File: src/rtl/core/i2cm_pkg.sv
// ----------------------------------------------------------------------------
// I2C master byte engine package
// Command codes, field widths and the reset value of the half-period setting.
// ----------------------------------------------------------------------------
`default_nettype none

package i2cm_pkg;

    // Command codes as carried in the input func field
    typedef enum logic [2:0] {
        CMD_IDLE  = 3'd0,
        CMD_START = 3'd1,
        CMD_STOP  = 3'd2,
        CMD_WRITE = 3'd3,
        CMD_READ  = 3'd4
    } cmd_t;

    // Sequence step within one command (0 to 5)
    typedef logic [2:0] step_t;

    localparam int unsigned BYTE_W = 8;
    localparam int unsigned FUNC_W = 3;

    localparam logic [BYTE_W-1:0] HALF_PERIOD_RESET = 8'd10;

    // Last step of a byte transfer, reached once eight bits have moved
    localparam step_t STEP_LAST = 3'd5;

    // Packed channel widths
    localparam int unsigned S_TDATA_W = 16;
    localparam int unsigned S_TUSER_W = 4;
    localparam int unsigned M_TDATA_W = 16;

endpackage

`default_nettype wire

File: src/rtl/core/i2c_master_byte_engine.sv
// ----------------------------------------------------------------------------
// I2C master byte engine
// Open-drain I2C bus master without clock stretching, one item per bus tick.
// ----------------------------------------------------------------------------
//
// Usage:
//   Each item on the slave channel is one bus tick: the sampled SDA level and
//   an optional command (idle, start, stop, write byte, read byte). Every
//   accepted item yields exactly one result item on the master channel with
//   the SCL/SDA pull-low levels, busy, a one-item done pulse, the last read
//   byte and the last write's ACK flag.
//   The result is registered, in the cycle after acceptance; throughput is
//   one item per cycle while m_tready is high (single state register stage).
//   A command is taken only while the engine is not busy; commands offered
//   while busy, or with an unknown code, are dropped.
//   half_period_ticks sets the ticks per half-period wait (zero acts as one);
//   write it only while the engine is idle.
//   Reset (aresetn low, synchronous) releases both lines, clears the sequencer,
//   the received byte and the ACK flag, empties the result register and loads
//   the half-period setting with ten.
//   When the receiver stalls, the result item holds and s_tready drops until
//   it is taken; an item is accepted in the same cycle the result leaves.
//
`default_nettype none

module i2c_master_byte_engine
    import i2cm_pkg::*;
(
    input  wire logic                  aclk,
    input  wire logic                  aresetn,

    // Configuration: half_period_ticks
    input  wire logic                  cfg_wr_en,
    input  wire logic [BYTE_W-1:0]     cfg_wr_data,

    // Input items
    input  wire logic                  s_tvalid,
    output      logic                  s_tready,
    // [7:0] tx_byte, [8] send_ack, [9] sda_in, [15:10] zero
    input  wire logic [S_TDATA_W-1:0]  s_tdata,
    // [0] cmd_valid, [3:1] func
    input  wire logic [S_TUSER_W-1:0]  s_tuser,

    // Result items
    output      logic                  m_tvalid,
    input  wire logic                  m_tready,
    // [0] scl_drive_low, [1] sda_drive_low, [2] busy_res, [3] done_res,
    // [11:4] rx_byte, [12] acked, [15:13] zero
    output      logic [M_TDATA_W-1:0]  m_tdata
);

    // ------------------------------------------------------------------
    // Registers
    // ------------------------------------------------------------------
    logic [BYTE_W-1:0] half_period_reg;
    step_t             step_reg,       step_next;
    logic [BYTE_W-1:0] wait_count_reg, wait_count_next;
    logic [2:0]        bit_count_reg,  bit_count_next;
    logic [BYTE_W-1:0] shift_reg,      shift_next;
    cmd_t              active_cmd_reg, active_cmd_next;
    logic              scl_low_reg,    scl_low_next;
    logic              sda_low_reg,    sda_low_next;
    logic              ack_choice_reg, ack_choice_next;
    logic              ack_seen_reg,   ack_seen_next;
    logic              busy_reg,       busy_next;
    logic [BYTE_W-1:0] rx_hold_reg,    rx_hold_next;
    logic              done_next;

    logic                 m_tvalid_reg;
    logic [M_TDATA_W-1:0] m_tdata_reg;

    // ------------------------------------------------------------------
    // Input unpacking
    // ------------------------------------------------------------------
    logic              in_cmd_valid;
    logic [FUNC_W-1:0] in_func;
    logic [BYTE_W-1:0] in_tx_byte;
    logic              in_send_ack;
    logic              in_sda;
    logic              accept;

    assign in_cmd_valid = s_tuser[0];
    assign in_func      = s_tuser[3:1];
    assign in_tx_byte   = s_tdata[7:0];
    assign in_send_ack  = s_tdata[8];
    assign in_sda       = s_tdata[9];

    // Take a new item whenever the result register is empty or being drained
    assign s_tready = !m_tvalid_reg || m_tready;
    assign accept   = s_tvalid && s_tready;

    // ------------------------------------------------------------------
    // Sequencer: one tick of work per accepted item
    // ------------------------------------------------------------------
    logic              seg_go;
    cmd_t              seg_cmd;
    step_t             seg_step;
    logic [BYTE_W-1:0] seg_shift;
    logic [2:0]        seg_bits;
    logic              seg_end;
    logic [BYTE_W-1:0] wait_load;

    // A half-period of zero counts as one tick
    assign wait_load = (half_period_reg == '0) ? '0 : half_period_reg - 1'b1;

    always_comb begin
        step_next       = step_reg;
        wait_count_next = wait_count_reg;
        bit_count_next  = bit_count_reg;
        shift_next      = shift_reg;
        active_cmd_next = active_cmd_reg;
        scl_low_next    = scl_low_reg;
        sda_low_next    = sda_low_reg;
        ack_choice_next = ack_choice_reg;
        ack_seen_next   = ack_seen_reg;
        busy_next       = busy_reg;
        rx_hold_next    = rx_hold_reg;
        done_next       = 1'b0;

        seg_go    = 1'b0;
        seg_cmd   = active_cmd_reg;
        seg_step  = step_reg;
        seg_shift = shift_reg;
        seg_bits  = bit_count_reg;
        seg_end   = 1'b0;

        if (busy_reg) begin
            if (wait_count_reg != '0) begin
                wait_count_next = wait_count_reg - 1'b1;
            end else begin
                seg_go = 1'b1;
            end
        end else if (in_cmd_valid && (in_func <= FUNC_W'(CMD_READ))) begin
            // Launch a new command at its first step
            seg_go          = 1'b1;
            seg_cmd         = cmd_t'(in_func);
            seg_step        = '0;
            seg_bits        = '0;
            active_cmd_next = cmd_t'(in_func);
            bit_count_next  = '0;
            busy_next       = 1'b1;
            if (cmd_t'(in_func) == CMD_WRITE) begin
                seg_shift  = in_tx_byte;
                shift_next = in_tx_byte;
            end
            if (cmd_t'(in_func) == CMD_READ) begin
                ack_choice_next = in_send_ack;
            end
        end

        if (seg_go) begin
            case (seg_cmd)
                CMD_IDLE: begin
                    if (seg_step == 3'd0) begin
                        sda_low_next = 1'b0;
                        scl_low_next = 1'b0;
                        step_next    = 3'd1;
                    end else begin
                        seg_end = 1'b1;
                    end
                end
                CMD_START: begin
                    case (seg_step)
                        3'd0: begin
                            sda_low_next = 1'b0;
                            scl_low_next = 1'b0;
                            step_next    = 3'd1;
                        end
                        3'd1: begin
                            sda_low_next = 1'b1;
                            step_next    = 3'd2;
                        end
                        3'd2: begin
                            scl_low_next = 1'b1;
                            step_next    = 3'd3;
                        end
                        default: seg_end = 1'b1;
                    endcase
                end
                CMD_STOP: begin
                    case (seg_step)
                        3'd0: begin
                            sda_low_next = 1'b1;
                            step_next    = 3'd1;
                        end
                        3'd1: begin
                            scl_low_next = 1'b0;
                            step_next    = 3'd2;
                        end
                        3'd2: begin
                            sda_low_next = 1'b0;
                            step_next    = 3'd3;
                        end
                        default: seg_end = 1'b1;
                    endcase
                end
                CMD_WRITE: begin
                    case (seg_step)
                        3'd0: begin
                            bit_count_next = '0;
                            sda_low_next   = !seg_shift[BYTE_W-1];
                            shift_next     = {seg_shift[BYTE_W-2:0], 1'b0};
                            step_next      = 3'd1;
                        end
                        3'd1: begin
                            scl_low_next = 1'b0;
                            step_next    = 3'd2;
                        end
                        3'd2: begin
                            scl_low_next = 1'b1;
                            if (seg_bits != 3'd7) begin
                                bit_count_next = seg_bits + 1'b1;
                                sda_low_next   = !seg_shift[BYTE_W-1];
                                shift_next     = {seg_shift[BYTE_W-2:0], 1'b0};
                                step_next      = 3'd1;
                            end else begin
                                // Release SDA for the slave's ACK
                                sda_low_next = 1'b0;
                                step_next    = 3'd3;
                            end
                        end
                        3'd3: begin
                            scl_low_next = 1'b0;
                            step_next    = 3'd4;
                        end
                        3'd4: begin
                            ack_seen_next = !in_sda;
                            scl_low_next  = 1'b1;
                            step_next     = STEP_LAST;
                        end
                        default: seg_end = 1'b1;
                    endcase
                end
                CMD_READ: begin
                    case (seg_step)
                        3'd0: begin
                            bit_count_next = '0;
                            shift_next     = '0;
                            sda_low_next   = 1'b0;
                            step_next      = 3'd1;
                        end
                        3'd1: begin
                            scl_low_next = 1'b0;
                            step_next    = 3'd2;
                        end
                        3'd2: begin
                            // Sample after SCL has been high a full half-period
                            shift_next   = {seg_shift[BYTE_W-2:0], in_sda};
                            scl_low_next = 1'b1;
                            if (seg_bits != 3'd7) begin
                                bit_count_next = seg_bits + 1'b1;
                                step_next      = 3'd1;
                            end else begin
                                sda_low_next = ack_choice_reg;
                                step_next    = 3'd3;
                            end
                        end
                        3'd3: begin
                            scl_low_next = 1'b0;
                            step_next    = 3'd4;
                        end
                        3'd4: begin
                            scl_low_next = 1'b1;
                            sda_low_next = 1'b0;
                            step_next    = STEP_LAST;
                        end
                        default: begin
                            rx_hold_next = seg_shift;
                            seg_end      = 1'b1;
                        end
                    endcase
                end
                default: seg_end = 1'b1;
            endcase

            // Every step that does not end the command opens a wait
            if (!seg_end) begin
                wait_count_next = wait_load;
            end else if (busy_reg) begin
                busy_next = 1'b0;
                done_next = 1'b1;
            end
        end
    end

    // ------------------------------------------------------------------
    // State and result registers
    // ------------------------------------------------------------------
    always_ff @(posedge aclk) begin
        if (!aresetn) begin
            half_period_reg <= HALF_PERIOD_RESET;
            step_reg        <= '0;
            wait_count_reg  <= '0;
            bit_count_reg   <= '0;
            shift_reg       <= '0;
            active_cmd_reg  <= CMD_IDLE;
            scl_low_reg     <= 1'b0;
            sda_low_reg     <= 1'b0;
            ack_choice_reg  <= 1'b0;
            ack_seen_reg    <= 1'b0;
            busy_reg        <= 1'b0;
            rx_hold_reg     <= '0;
            m_tvalid_reg    <= 1'b0;
        end else begin
            if (cfg_wr_en) begin
                half_period_reg <= cfg_wr_data;
            end
            if (accept) begin
                step_reg       <= step_next;
                wait_count_reg <= wait_count_next;
                bit_count_reg  <= bit_count_next;
                shift_reg      <= shift_next;
                active_cmd_reg <= active_cmd_next;
                scl_low_reg    <= scl_low_next;
                sda_low_reg    <= sda_low_next;
                ack_choice_reg <= ack_choice_next;
                ack_seen_reg   <= ack_seen_next;
                busy_reg       <= busy_next;
                rx_hold_reg    <= rx_hold_next;
                m_tvalid_reg   <= 1'b1;
            end else if (m_tready) begin
                m_tvalid_reg   <= 1'b0;
            end
        end
    end

    // Result payload: no reset needed, qualified by m_tvalid
    always_ff @(posedge aclk) begin
        if (accept) begin
            m_tdata_reg <= {3'b000, ack_seen_next, rx_hold_next, done_next, busy_next,
                            sda_low_next, scl_low_next};
        end
    end

    assign m_tvalid = m_tvalid_reg;
    assign m_tdata  = m_tdata_reg;

    // ------------------------------------------------------------------
    // Assertions
    // ------------------------------------------------------------------
`ifndef SYNTHESIS
    // A done pulse always comes with busy dropped in the same item
    assert property (@(posedge aclk) disable iff (!aresetn)
        (m_tvalid && m_tdata[3]) |-> !m_tdata[2])
        else $error("done raised while busy still set");

    // A running wait never ends a command
    assert property (@(posedge aclk) disable iff (!aresetn)
        (accept && busy_reg && (wait_count_reg != '0)) |=> busy_reg)
        else $error("command ended during a half-period wait");

    // The sequencer never runs past the final step
    assert property (@(posedge aclk) disable iff (!aresetn)
        busy_reg |-> (step_reg <= STEP_LAST))
        else $error("sequencer step out of range");

    // State moves only with an accepted item
    assert property (@(posedge aclk) disable iff (!aresetn)
        (!accept && $past(aresetn)) |=> ($stable(busy_reg) && $stable(step_reg)))
        else $error("sequencer moved without an accepted item");
`endif

endmodule

`default_nettype wire
File: config.mk
export PLATFORM = sky130hd
export DESIGN_NAME = i2c_master_byte_engine
export DESIGN_NICKNAME = d
export VERILOG_FILES = /design/src/rtl/core/i2cm_pkg.sv /design/src/rtl/core/i2c_master_byte_engine.sv
export SDC_FILE = /design/constraint.sdc
export NUM_CORES = 1
export LEC_CHECK = 0
export BUFFER_PORTS_ARGS = -buffer_cell sky130_fd_sc_hd__buf_2
export CAP_MARGIN = 40
export CELL_PAD_IN_SITES_DETAIL_PLACEMENT = 0
export CELL_PAD_IN_SITES_GLOBAL_PLACEMENT = 2
export CORE_MARGIN = 5
export CORE_UTILIZATION = 34
export DETAILED_ROUTE_END_ITERATION = 7
export PLACE_DENSITY = 0.87
export SLEW_MARGIN = 20
export SYNTH_ARGS = -nofsm -noshare
export SYNTH_HDL_FRONTEND = slang
export SYNTH_SLANG_ARGS = --single-unit
File: constraint.sdc
create_clock -name aclk -period 3.3 [get_ports aclk]
set_clock_uncertainty 0.15 [all_clocks]
set_input_delay 0.33 -clock aclk [delete_from_list [all_inputs] [get_ports aclk]]
set_output_delay 0.33 -clock aclk [all_outputs]
set_load 0.02 [all_outputs]
# After elaboration in Yosys (flattened, before gate mapping)
# Index checks and enable logic that the tools add are counted.
[classes]
add_sub_neg = 3
order_cmp = 1
n_eq_ne = 14
muxes = 64
bitwise = 1
reduce_logical = 22
[op_table]
columns = ["op", "count"]
rows = [
  ["$mux W8", 13],
  ["$pmux W8 S2", 3],
  ["$mux W3", 10],
  ["$mux W1", 24],
  ["$pmux W3 S3", 2],
  ["$sub A8 B1 Y8 const B", 2],
  ["$eq A3 B2 Y1 const B", 5],
  ["$pmux W3 S5", 1],
  ["$pmux W1 S2", 6],
  ["$reduce_or A2 Y1", 5],
  ["$eq A3 B3 Y1 const B", 3],
  ["$logic_not A8 Y1", 1],
  ["$reduce_bool A8 Y1", 1],
  ["$eq A3 B1 Y1 const B", 2],
  ["$logic_not A3 Y1", 2],
  ["$ne A6 B1 Y1 const B", 1],
  ["$pmux W3 S2", 1],
  ["$reduce_and A6 Y1", 1],
  ["$pmux W1 S5", 1],
  ["$reduce_or A5 Y1", 1],
  ["$ne A4 B1 Y1 const B", 1],
  ["$pmux W1 S4", 1],
  ["$reduce_and A4 Y1", 1],
  ["$add A3 B1 Y3 const B", 1],
  ["other kinds (13)", 16],
]
[totals]
ff_bits = 60
input_bits = 33

# Depth between registers and ports, before layout
# Gate-level depths: netlist of the first run.
[depth]
ltp_word = 11
ltp_mapped = 10
mapped_depth_nobuf = 9

# Least setup slack after synthesis of the first run
# Ideal clock, no wire load.
[synth_timing]
path_kind = "flip-flop to flip-flop"
startpoint = "reg busy_reg"
endpoint = "reg m_tdata_reg[1], in the netlist m_tdata[1], data pin"
setup_ps = 262
arrival_ps = 2288
required_time_ps = 2888
slack_ps = 600
path_stages_with_launch = 11
n_path_buf = 1
cell_sequence = "dfxtp_1 -> or3b_2 -> clkbuf_1 -> and3_1 -> ha_1 -> nand2_1 -> nor4_1 -> mux2i_1 -> o32ai_1 -> o21ai_0 -> nand2_1"
[synth_between]
elab_chain_cells = 6
elab_cells_between_ends = 26
cone_classes = "eq/ne (8); mux (14); reduce/logical (4)"
[synth_lines]
columns = ["item", "line", "rtl"]
rows = [
  ["from (decl)", "i2c_master_byte_engine.sv:65", "logic busy_reg, busy_next;"],
  ["from (signal assigned)", "i2c_master_byte_engine.sv:318", "busy_reg <= busy_next;"],
  ["$mux W3 or $mux W8 (tied branches)", "i2c_master_byte_engine.sv:127", "if (busy_reg) begin"],
  ["$ne A3 B3 Y1 (tied with other cells)", "i2c_master_byte_engine.sv:211, i2c_master_byte_engine.sv:250", ""],
  ["$mux W1 (tied with other cells)", "i2c_master_byte_engine.sv:250", "if (seg_bits != 3'd7) begin"],
  ["$pmux W1 S2, on equally long branches", "i2c_master_byte_engine.sv:235, i2c_master_byte_engine.sv:198", ""],
  ["$pmux W1 S5", "i2c_master_byte_engine.sv:152", "case (seg_cmd)"],
  ["$mux W1 (*)", "i2c_master_byte_engine.sv:151", "if (seg_go) begin"],
  ["named net sda_low_next", "i2c_master_byte_engine.sv:62", "logic sda_low_reg, sda_low_next;"],
  ["to (signal assigned)", "i2c_master_byte_engine.sv:330", "m_tdata_reg <= {3'b000, ack_seen_next, rx_hold_next, done_next, busy_next,"],
  ["to (decl)", "i2c_master_byte_engine.sv:70", "logic [M_TDATA_W-1:0] m_tdata_reg;"],
]
# Mark *: on every way through the listed nets, which the timed path passes. The rest lies on a longest branch.
# A chain may end at the register's enable or synchronous reset.

# Worst setup path after layout of the first run
# Ends and elaborated chain as after synthesis.

==> flow_metrics.tcl, run 1 <==
set metrics [dict create \
    status "complete, no violations" \
    final.fill_count 1081 \
    worst_r2r_endpoint "m_tdata[1]$_DFFE_PP_" \
    cts.hold.buffers_added 0 \
    min_path_cells 3 \
    cts_tree "built" \
    drtIter0Drc 214 \
    timing_worst_slew_pin_value_ns 0.749 \
    initial_core_util 0.351 \
    floorplan.die_area_um2 12900 \
    synth.ff_latch_count 60 \
    rows 37 \
    critPathKind "flip-flop to flip-flop" \
    post_synth_instance_area_um2 3660 \
    netlist-cell-type-count 63 \
    layout.cells.most_common "sky130_fd_sc_hd__dfxtp_1" \
    grt_util_all_layers 0.175 \
    power_mw 1.85 \
    max_cap_viol_count 0 \
    synth.avg_cell_area_um2 8.39 \
    syn-instance-count 436 \
    r2r.worst_path.cells 9 \
    detailedRoute.firstPassIterationCount 5 \
    synth_enable_flop_cells 13 \
    worst_r2r_startpoint "busy_reg$_SDFFE_PN0P_" \
    dpl-instance-area_um2 4060 \
    critical_path_data_arrival_time_ns 2.85 \
    worst_setup_path_startpoint "busy_reg$_SDFFE_PN0P_" \
    detailroute.via_count 3571 \
    power_per_cell_area_nw_per_um2 435 \
    primary_ff_master_synth "sky130_fd_sc_hd__dfxtp_1" \
    vias_per_cell 5.75 \
    ys_async_sr_fraction 0 \
    largest_register_ffs 13 \
    last_element_of_the_critical_path "m_tdata[1]$_DFFE_PP_" \
    yosysWarnings 0 \
    crit_required_ns 3.24 \
    timing.slew.headroom 0.496 \
    setup_total_negative_slack_ns 0 \
    antenna_violations_before_repair 0 \
    cts_resized 0 \
    maxSlewViolCount 0 \
    cts_sinks 60 \
    max-vdd-ir-drop_uv 271 \
    mean_routed_wirelength_per_cell_um 17.6 \
    drc 0 \
    final_layout_size_suffix_gt1_frac 0.221 \
    cts_made_buffers 9 \
    grt_setup_unrepaired "false" \
    most-common-layout-cells "sky130_fd_sc_hd__dfxtp_1 (47), sky130_fd_sc_hd__buf_2 (41), sky130_fd_sc_hd__nor2_1 (39)" \
    finalInstanceArea_um2 4250 \
    grt_pass1_vias 3427 \
    worst_hold_slack_ns 0.0565 \
    min_path_type "input port to flip-flop" \
    clockRootBuffer "sky130_fd_sc_hd__clkbuf_8" \
    cts_setup_buffers 0 \
    design.portCount 51 \
    worstSetupStartpointType "flip-flop" \
    final_setup_violation_count 0 \
    die_x_um 114 \
    clock_pin_slew_reported_for_the_worst_setup_and_hold_paths_after_clock_tree_synthesis_ns 0.08 \
    post-route-min-period_ns 2.90 \
    place.gp.congestion 0.910 \
    fmax_mhz 345 \
    maximum_number_of_pins_on_one_net_before_global_route_repair 52 \
    syn2layout_area_growth_pct 16.4 \
    endpoint_kind "flip-flop" \
    finalWirelength_um 10900 \
    reg2reg_slack_ns 0.40 \
    port_buffers 41 \
    finalHoldViolCount 0 \
    drt.antenna.violating_nets 0 \
    grt_overflow 0 \
    num-nets-final 517 \
    ys_seq_area_frac 0.364 \
    h-tree-depth 3 \
    total_leakage_power_nw 1.60 \
    floorplan_core_area_um2 10400 \
    grt_first_pass_wirelength_um 18100 \
    insertion_delay_ns 0.35 \
    number_of_antenna_repair_diodes 0 \
    hpwl_um 7870 \
    die_h_um 114 \
    finish.utilization 0.408 \
    period_share 0.879 \
    crit_fanout 11 \
    clk_path_buf_depth 2 \
]
## how the worst min path moves through the flow
stage                                            endpoint  slack [ns]                      start
after CTS                 half_period_reg[3]$_SDFFE_PN1P_        0.04             cfg_wr_data[3]
after global placement          ack_seen_reg$_SDFFE_PN0P_        0.30  ack_seen_reg$_SDFFE_PN0P_
after global routing          ack_choice_reg$_SDFFE_PN0P_        0.04                 s_tdata[8]
after detailed placement        ack_seen_reg$_SDFFE_PN0P_        0.31  ack_seen_reg$_SDFFE_PN0P_
after floorplan                 ack_seen_reg$_SDFFE_PN0P_        0.29  ack_seen_reg$_SDFFE_PN0P_
final                         ack_choice_reg$_SDFFE_PN0P_        0.06                 s_tdata[8]
## critical path, stage by stage (launching register included)
cell                      delay [ns]
sky130_fd_sc_hd__dfxtp_1        0.46
sky130_fd_sc_hd__or4b_4         0.26
sky130_fd_sc_hd__and3_1         0.17
sky130_fd_sc_hd__ha_1           0.18
sky130_fd_sc_hd__nand2_1        0.17
sky130_fd_sc_hd__nor4_1         0.50
sky130_fd_sc_hd__mux2i_1        0.27
sky130_fd_sc_hd__o32ai_1        0.09
sky130_fd_sc_hd__o21ai_0        0.28
sky130_fd_sc_hd__nand2_1        0.10
## cells by family (layout without fill, tap and decap cells)
| family | count (synthesis) | in the layout | synth area share |
|---|---|---|---|
| AND/OR/NAND/NOR | 151 | 151 | 0.216 |
| buffers and inverters | 46 | 93 | 0.0558 |
| XOR/XNOR | 5 | 5 | 0.0120 |
| adder cells (fa/ha/maj) | 4 | 4 | 0.0137 |
| flip-flops | 60 | 60 | 0.364 |
| other | 1 | 3 | 0.00103 |
| multiplexers | 32 | 32 | 0.0927 |
| AO/OA/AOI/OAI | 137 | 137 | 0.245 |
## stage by stage
step	setup slack (ns)	cells
after global placement	0.388	605
after CTS	0.412	621
after global routing	0.205	621
after floorplan	0.600	438
after detailed placement	0.372	605
final	0.399	621
## cell type report
cell class | instances | area (um^2) | share of cell area
Multi-Input combinational cell | 332 | 2130 | 0.502
Sequential cell | 60 | 1330 | 0.313
Timing Repair Buffer | 62 | 363 | 0.0853
Tap cell | 136 | 170 | 0.0400
Clock buffer | 9 | 124 | 0.0291
Clock inverter | 7 | 75.1 | 0.0176
Inverter | 15 | 56.3 | 0.0132
## per-layer routing
layer | global-route usage | share of wire | vias up
met5 | 0 | 0 | -
met4 | 0.0905 | 0.031 | 0
met3 | 0.0382 | 0.065 | 23
met2 | 0.267 | 0.46 | 139
met1 | 0.232 | 0.44 | 1673
li1 | - | - | 1736
## cell usage after synthesis, types with 2 or more instances
master | instances | area [um^2]
sky130_fd_sc_hd__a2bb2oi_1 | 2 | 17.5
sky130_fd_sc_hd__mux2_2 | 15 | 169
sky130_fd_sc_hd__and3_1 | 6 | 37.5
sky130_fd_sc_hd__or3_1 | 6 | 37.5
sky130_fd_sc_hd__xnor2_1 | 4 | 35.0
sky130_fd_sc_hd__a32o_1 | 2 | 20.0
sky130_fd_sc_hd__buf_2 | 4 | 20.0
sky130_fd_sc_hd__and2_1 | 2 | 12.5
sky130_fd_sc_hd__o2bb2ai_1 | 2 | 17.5
sky130_fd_sc_hd__a211oi_1 | 7 | 52.6
sky130_fd_sc_hd__clkbuf_1 | 22 | 82.6
sky130_fd_sc_hd__dfxtp_1 | 47 | 941
sky130_fd_sc_hd__nand2b_1 | 2 | 12.5
sky130_fd_sc_hd__a21oi_1 | 25 | 125
sky130_fd_sc_hd__a21o_1 | 3 | 22.5
sky130_fd_sc_hd__nand4_1 | 8 | 50.1
sky130_fd_sc_hd__a22oi_1 | 2 | 15.0
sky130_fd_sc_hd__o21ai_0 | 34 | 170
sky130_fd_sc_hd__nor3_1 | 14 | 70.1
sky130_fd_sc_hd__buf_4 | 3 | 22.5
sky130_fd_sc_hd__or3b_2 | 5 | 43.8
sky130_fd_sc_hd__mux2i_1 | 17 | 170
sky130_fd_sc_hd__a41oi_1 | 3 | 26.3
sky130_fd_sc_hd__nor4b_1 | 3 | 26.3
sky130_fd_sc_hd__o32ai_1 | 6 | 52.6
sky130_fd_sc_hd__buf_6 | 2 | 22.5
sky130_fd_sc_hd__a31oi_1 | 18 | 113
sky130_fd_sc_hd__edfxtp_1 | 13 | 390
sky130_fd_sc_hd__ha_1 | 4 | 50.1
sky130_fd_sc_hd__o22ai_1 | 2 | 12.5
sky130_fd_sc_hd__a211o_1 | 3 | 26.3
sky130_fd_sc_hd__nor4_1 | 10 | 62.6
sky130_fd_sc_hd__nand3_1 | 11 | 55.1
sky130_fd_sc_hd__inv_1 | 14 | 52.6
sky130_fd_sc_hd__o21a_1 | 5 | 37.5
sky130_fd_sc_hd__nand2_1 | 35 | 131
sky130_fd_sc_hd__a2111oi_0 | 2 | 17.5
sky130_fd_sc_hd__nor2_1 | 39 | 146
sky130_fd_sc_hd__o31ai_1 | 2 | 15.0
sky130_fd_sc_hd__o211ai_1 | 9 | 67.6
## report_power, final
part | switching (mW) | total [mW] | leakage (nW) | internal [mW]
combinational | 0.225 | 0.356 | 0.977 | 0.131
sequential | 0.0289 | 0.811 | 0.515 | 0.782
clock | 0.332 | 0.686 | 0.104 | 0.354
No activity file was read; power rests on OpenSTA's default activity.
==> inputs of run 2 (changes only) <==
Clock period 3.3 ns to 3 ns, I/O delays scaled along.
==> run 2 against run 1 <==
Compared with the run above:
- sequential power rose by 9.9%
- flip-flop and latch count did not move
- fmax rose by 3.3%
- total power rose by 16%
- die area did not move
==> flow_metrics.tcl, run 2 (synthesis gave the netlist of run 1 again) <==
set metrics [dict create \
    status "complete, no violations" \
    floorplan.die_area_um2 12900 \
    num-nets-final 525 \
    clk_path_buf_depth 2 \
    fmax_mhz 356 \
    clock_pin_slew_reported_for_the_worst_setup_and_hold_paths_after_clock_tree_synthesis_ns 0.08 \
    cts_tree "built" \
    cts_sinks 60 \
    grt_setup_unrepaired "false" \
    final_setup_violation_count 0 \
    timing.slew.headroom 0.521 \
    finalNonFillerCells 629 \
    timing_worst_slew_pin_value_ns 0.719 \
    min_path_type "input port to flip-flop" \
    grt_util_all_layers 0.173 \
    h-tree-depth 3 \
    detailroute.via_count 3586 \
    design.portCount 51 \
    worst_r2r_startpoint "busy_reg$_SDFFE_PN0P_" \
    critPathKind "flip-flop to flip-flop" \
    reg2reg_slack_ns 0.19 \
    crit_fanout 8 \
    power_mw 2.15 \
    number_of_antenna_repair_diodes 0 \
    final.fill_count 1095 \
    worst_setup_path_startpoint "busy_reg$_SDFFE_PN0P_" \
    mean_routed_wirelength_per_cell_um 17.4 \
    place.gp.congestion 0.927 \
    layout.cells.most_common "sky130_fd_sc_hd__dfxtp_1" \
    max-vdd-ir-drop_uv 264 \
    maxSlewViolCount 0 \
    finalWorstSetupSlack_ns 0.192 \
    grt_pass1_vias 3462 \
    insertion_delay_ns 0.34 \
    antenna_violations_before_repair 0 \
    port_buffers 41 \
    preCtsSetupSlack_ns 0.233 \
    floorplan_core_area_um2 10400 \
    finalWirelength_um 11000 \
    clockRootBuffer "sky130_fd_sc_hd__clkbuf_8" \
    initial_core_util 0.351 \
    largest_register_ffs 13 \
    power_per_cell_area_nw_per_um2 494 \
    drc 0 \
    setup_total_negative_slack_ns 0 \
    worstSetupStartpointType "flip-flop" \
    die_h_um 114 \
    grt_first_pass_wirelength_um 18000 \
    vias_per_cell 5.70 \
    finish.utilization 0.418 \
    die_x_um 114 \
    drt.antenna.violating_nets 0 \
    period_share 0.936 \
    place_inst 613 \
    finalHoldViolCount 0 \
    post-route-min-period_ns 2.81 \
    final_layout_size_suffix_gt1_frac 0.235 \
    drtIter0Drc 217 \
    endpoint_kind "flip-flop" \
    maximum_number_of_pins_on_one_net_before_global_route_repair 28 \
    total_leakage_power_nw 1.65 \
    detailedRoute.firstPassIterationCount 5 \
    rows 37 \
    crit_required_ns 3.10 \
    hpwl_um 7890 \
    syn2layout_area_growth_pct 19.0 \
    max_cap_viol_count 0 \
    cts_made_buffers 9 \
    critical_path_data_arrival_time_ns 2.90 \
    holdCritStartpoint "cfg_wr_data[1]" \
    most-common-layout-cells "sky130_fd_sc_hd__dfxtp_1 (47), sky130_fd_sc_hd__buf_2 (41), sky130_fd_sc_hd__nor2_1 (39)" \
    grt_overflow 0 \
]
[run 2: cell count changes in the layout (fill, tap and decap cells not counted), sizes merged]
cell    previous run  this run
inv               16        17
bufinv             1         2
clkinv             5         3
buf               62        70
[run 2: cell type report]
class | count | area (um^2) | area share
Multi-Input combinational cell | 332 | 2140 | 0.492
Sequential cell | 60 | 1330 | 0.306
Timing Repair Buffer | 70 | 423 | 0.0972
Tap cell | 136 | 170 | 0.0391
Clock buffer | 9 | 124 | 0.0285
Clock inverter | 7 | 106 | 0.0244
Inverter | 15 | 56.3 | 0.0129
[run 2: worst paths after layout]
path	end	cells past startpoint
worst max-delay path	shift_reg[7]$_SDFFE_PN0P_	9
worst min-delay path	half_period_reg[1]$_SDFFE_PN1P_	3
worst max register to register	shift_reg[7]$_SDFFE_PN0P_	9
worst min register to register	ack_seen_reg$_SDFFE_PN0P_	2
[run 2: what timing repair did]
action / CTS / global route
setup endpoints to repair: 0 / 2
setup buffers: 0 / 0
resized for setup: 0 / 1
hold buffers: 0 / 0
[run 2: routing by layer]
metal  share of wire  track usage  vias up
li1                -            -     1749
met5               0            0        -
met2            0.47        0.284      128
met1            0.44        0.220     1685
met3           0.065       0.0435       24
met4           0.028       0.0665        0
[run 2: through the flow]
step / cell area, um^2 / hold slack [ns]
2_1_floorplan: 3660 / 0.279
3_3_place_gp: 4120 / 0.292
3_5_place_dp: 4120 / 0.296
4_1_cts: 4350 / 0.0108
5_1_grt: 4350 / 0.0142
6_report: 4350 / 0.0301
[run 2: power by group]
part           internal (mW)  total, mW  switching [mW]  leakage [nW]
Combinational          0.151      0.402           0.252          1.02
Sequential             0.860      0.891          0.0309         0.515
Clock                  0.482      0.855           0.373         0.116
Total                   1.49       2.15           0.656          1.65
[run 2: critical path, cell delays in order (launching register included)]
cell                      delay, ns
sky130_fd_sc_hd__dfxtp_1       0.45
sky130_fd_sc_hd__or3b_2        0.21
sky130_fd_sc_hd__and3_1        0.16
sky130_fd_sc_hd__ha_1          0.18
sky130_fd_sc_hd__nand2_1       0.16
sky130_fd_sc_hd__nor4_1        0.48
sky130_fd_sc_hd__buf_4         0.21
sky130_fd_sc_hd__and3_1        0.37
sky130_fd_sc_hd__nor2_1        0.09
sky130_fd_sc_hd__o32ai_1       0.26
==> inputs of run 3 (changes only) <==
Settings changed: ABC_AREA set to 1, CORE_UTILIZATION 34 to 32, GPL_ROUTABILITY_DRIVEN set to 0, PLACE_DENSITY 0.87 to 0.88.
Clock period 3 ns to 2.7 ns, I/O delays scaled along.
==> run 3 against run 2 <==
Compared with the run above:
- clock power increased by 7.7%
- largest power group unchanged
- sequential power grew 14%
- synthesized cell count is 16% higher
- highest routed layer unchanged
- global-route usage fell by 3.1 points
- combinational power up 31%
- core utilization decreased by 3.5 points
- flip-flop and latch count stayed put
- sequential share of layout area up 1.5 points
- area after synthesis is 3.3% lower
- fmax grew 17%
- worst setup slack better by 0.11 ns
==> flow_metrics.tcl, run 3 <==
set metrics [dict create \
    synth.top_cells.by_area "sky130_fd_sc_hd__dfxtp_1 (27%), sky130_fd_sc_hd__nand2_1 (11%), sky130_fd_sc_hd__edfxtp_1 (11%)" \
    top_layer "met4" \
    cts_resized 0 \
    preCtsSetupSlack_ns 0.212 \
    ys_async_sr_fraction 0 \
    min_path_type "input port to flip-flop" \
    crit_path_cell_trace "inv_2 > nand3_4 > nand2_1 > inv_1 > ha_1 > inv_1 > nor2_1 > nand2_1 > nand3_1 > o21ai_1 > nand3_1 > o211ai_1 > nand2_1 > inv_1" \
    initial_core_util 0.326 \
    status "complete, no violations" \
    synth_top_cells_by_count "sky130_fd_sc_hd__nand2_1 (107), sky130_fd_sc_hd__inv_1 (74), sky130_fd_sc_hd__o21ai_0 (54), sky130_fd_sc_hd__dfxtp_1 (47), sky130_fd_sc_hd__a21oi_1 (43)" \
    clock_pin_slew_reported_for_the_worst_setup_and_hold_paths_after_clock_tree_synthesis_ns 0.07 \
    worst_r2r_startpoint "busy_reg$_SDFFE_PN0P_" \
    syn2layout_area_growth_pct 17.2 \
    synth.ff_latch_count 60 \
    grt_overflow 0 \
    grt_first_pass_wirelength_um 15300 \
    hold_path_end "half_period_reg[1]$_SDFFE_PN1P_" \
    synth.avg_cell_area_um2 7.00 \
    number_of_antenna_repair_diodes 0 \
    detailroute.via_count 3372 \
    finalWorstSetupSlack_ns 0.306 \
    most_frequently_used_cell_type_in_the_post_synthesis_netlist "sky130_fd_sc_hd__nand2_1" \
    hpwl_um 6530 \
    grt_pass1_vias 3232 \
    drtIter0Drc 134 \
    num-nets-final 589 \
    synth_area_leader_cell "sky130_fd_sc_hd__dfxtp_1" \
    detailedRoute.firstPassIterationCount 4 \
    post-route-min-period_ns 2.39 \
    cts_tree "built" \
    worst_r2r_endpoint "shift_reg[1]$_SDFFE_PN0P_" \
    cts_sinks 60 \
    netlist-cell-type-count 39 \
    setup_total_negative_slack_ns 0 \
    largest_register_ffs 13 \
    critical-path-slowest-cell "sky130_fd_sc_hd__dfxtp_1" \
    clk_path_buf_depth 2 \
    grt_setup_unrepaired "false" \
    endpoint_kind "flip-flop" \
    die_h_um 115 \
    floorplan.die_area_um2 13300 \
    finalWirelength_um 8900 \
    floorplan_core_area_um2 10800 \
    clockRootBuffer "sky130_fd_sc_hd__clkbuf_8" \
    most-common-layout-cells "sky130_fd_sc_hd__nand2_1 (107), sky130_fd_sc_hd__inv_1 (74), sky130_fd_sc_hd__o21ai_0 (54)" \
    wirelength_met1_um 4310 \
    timing_worst_slew_pin_value_ns 0.556 \
    syn-instance-count 505 \
    min_path_cells 2 \
    vias_per_cell 4.84 \
    max_cap_viol_count 0 \
    maxSlewViolCount 0 \
    antenna_violations_before_repair 0 \
    met2RoutedLength_um 4240 \
    finalNonFillerCells 697 \
    yosysWarnings 0 \
    drc 0 \
    dpl-instance-area_um2 3900 \
    crit_fanout 14 \
    rows 38 \
    holdCritStartpoint "cfg_wr_en" \
    grt_util_all_layers 0.143 \
    critPathKind "flip-flop to flip-flop" \
    critical_path.max_stage_delay_ns 0.37 \
    primary_ff_master_synth "sky130_fd_sc_hd__dfxtp_1" \
    max-vdd-ir-drop_uv 213 \
    met3RoutedLength_um 266 \
    drt.antenna.violating_nets 0 \
    post_synth_instance_area_um2 3540 \
    synth_enable_flop_cells 13 \
    final.fill_count 1190 \
    cts_made_buffers 9 \
    h-tree-depth 3 \
    synth_top_area_share 0.266 \
    port_buffers 41 \
    finish.utilization 0.382 \
    total_leakage_power_nw 1.95 \
    final_setup_violation_count 0 \
    fmax_mhz 418 \
    design.portCount 51 \
    critical_path_data_arrival_time_ns 2.53 \
    period_share 0.887 \
    timing.slew.headroom 0.627 \
    maximum_number_of_pins_on_one_net_before_global_route_repair 33 \
    ys_seq_area_frac 0.376 \
    power_per_cell_area_nw_per_um2 596 \
    worstSetupStartpointType "flip-flop" \
    finalInstanceArea_um2 4150 \
    insertion_delay_ns 0.34 \
    place_inst 679 \
    die_x_um 115 \
    reg2reg_slack_ns 0.31 \
    mean_routed_wirelength_per_cell_um 12.8 \
    finalHoldViolCount 0 \
    final_layout_size_suffix_gt1_frac 0.174 \
    crit_required_ns 2.84 \
    r2r.worst_path.cells 14 \
    layout.cells.most_common "sky130_fd_sc_hd__nand2_1" \
]
-- run 3: metrics by stage --
stage | power (mW) | hold slack [ns]
finish | 2.47 | 0.0246
floorplan | 1.43 | 0.232
detailed placement | 1.57 | 0.308
CTS | 2.50 | 0.00989
global placement | 1.56 | 0.304
global route | 2.62 | 0.0282
-- run 3: logic make-up (layout without fill, tap and decap cells) --
family | Yosys count | after routing | synth area share
flops | 60 | 60 | 0.376
xor+xnor | 4 | 4 | 0.00990
fa+ha+maj | 4 | 4 | 0.0141
compound gates | 135 | 135 | 0.217
buf+inv | 97 | 147 | 0.109
other cells | 1 | 3 | 0.00106
simple gates | 204 | 204 | 0.273
-- run 3: where the power goes --
part           switching, mW  internal (mW)
registers             0.0361          0.989
logic                  0.348          0.177
clock network          0.376          0.545
-- run 3: worst max-delay path by stage --
stage | from | to | slack, ns | cells after the start
floorplan | wait_count_reg[0]$_SDFFE_PN0P_ | m_tdata[12]$_DFFE_PP_ | 0.57 | 10
global placement | s_tuser[1] | shift_reg[1]$_SDFFE_PN0P_ | 0.25 | 15
detailed placement | s_tuser[1] | shift_reg[1]$_SDFFE_PN0P_ | 0.21 | 15
CTS | busy_reg$_SDFFE_PN0P_ | wait_count_reg[0]$_SDFFE_PN0P_ | 0.31 | 12
global route | busy_reg$_SDFFE_PN0P_ | shift_reg[7]$_SDFFE_PN0P_ | 0.06 | 15
finish | busy_reg$_SDFFE_PN0P_ | shift_reg[1]$_SDFFE_PN0P_ | 0.31 | 14
-- run 3: layer usage --
layer / global-route usage / up-vias
met3: 0.0368 / 10
met5: 0 / -
met4: 0.0391 / 0
met2: 0.238 / 46
li1: - / 1772
met1: 0.183 / 1544
-- run 3: repair_timing --
action,in CTS,in global routing
hold endpoints to repair,2,0
buffers inserted,0,0
hold buffers,2,0
-- run 3: area by class of cell --
class / instances / area (um^2) / area share
clock inverters: 6 / 87.6 / 0.0211
multi-input cells: 350 / 1830 / 0.441
flip-flops and latches: 60 / 1330 / 0.321
inverters: 80 / 300 / 0.0724
repair buffers: 51 / 285 / 0.0688
clock buffers: 10 / 138 / 0.0332
well taps: 140 / 175 / 0.0423
-- run 3: critical path, delay by kind of cell (launching register included) --
| kind | cells | cell delay, ns |
|---|---|---|
| buffers and inverters | 4 | 0.34 |
| adders and majority gates | 1 | 0.18 |
| DFF | 1 | 0.37 |
| and+or+nand+nor | 7 | 0.88 |
| AOI/OAI and AO/OA | 2 | 0.42 |
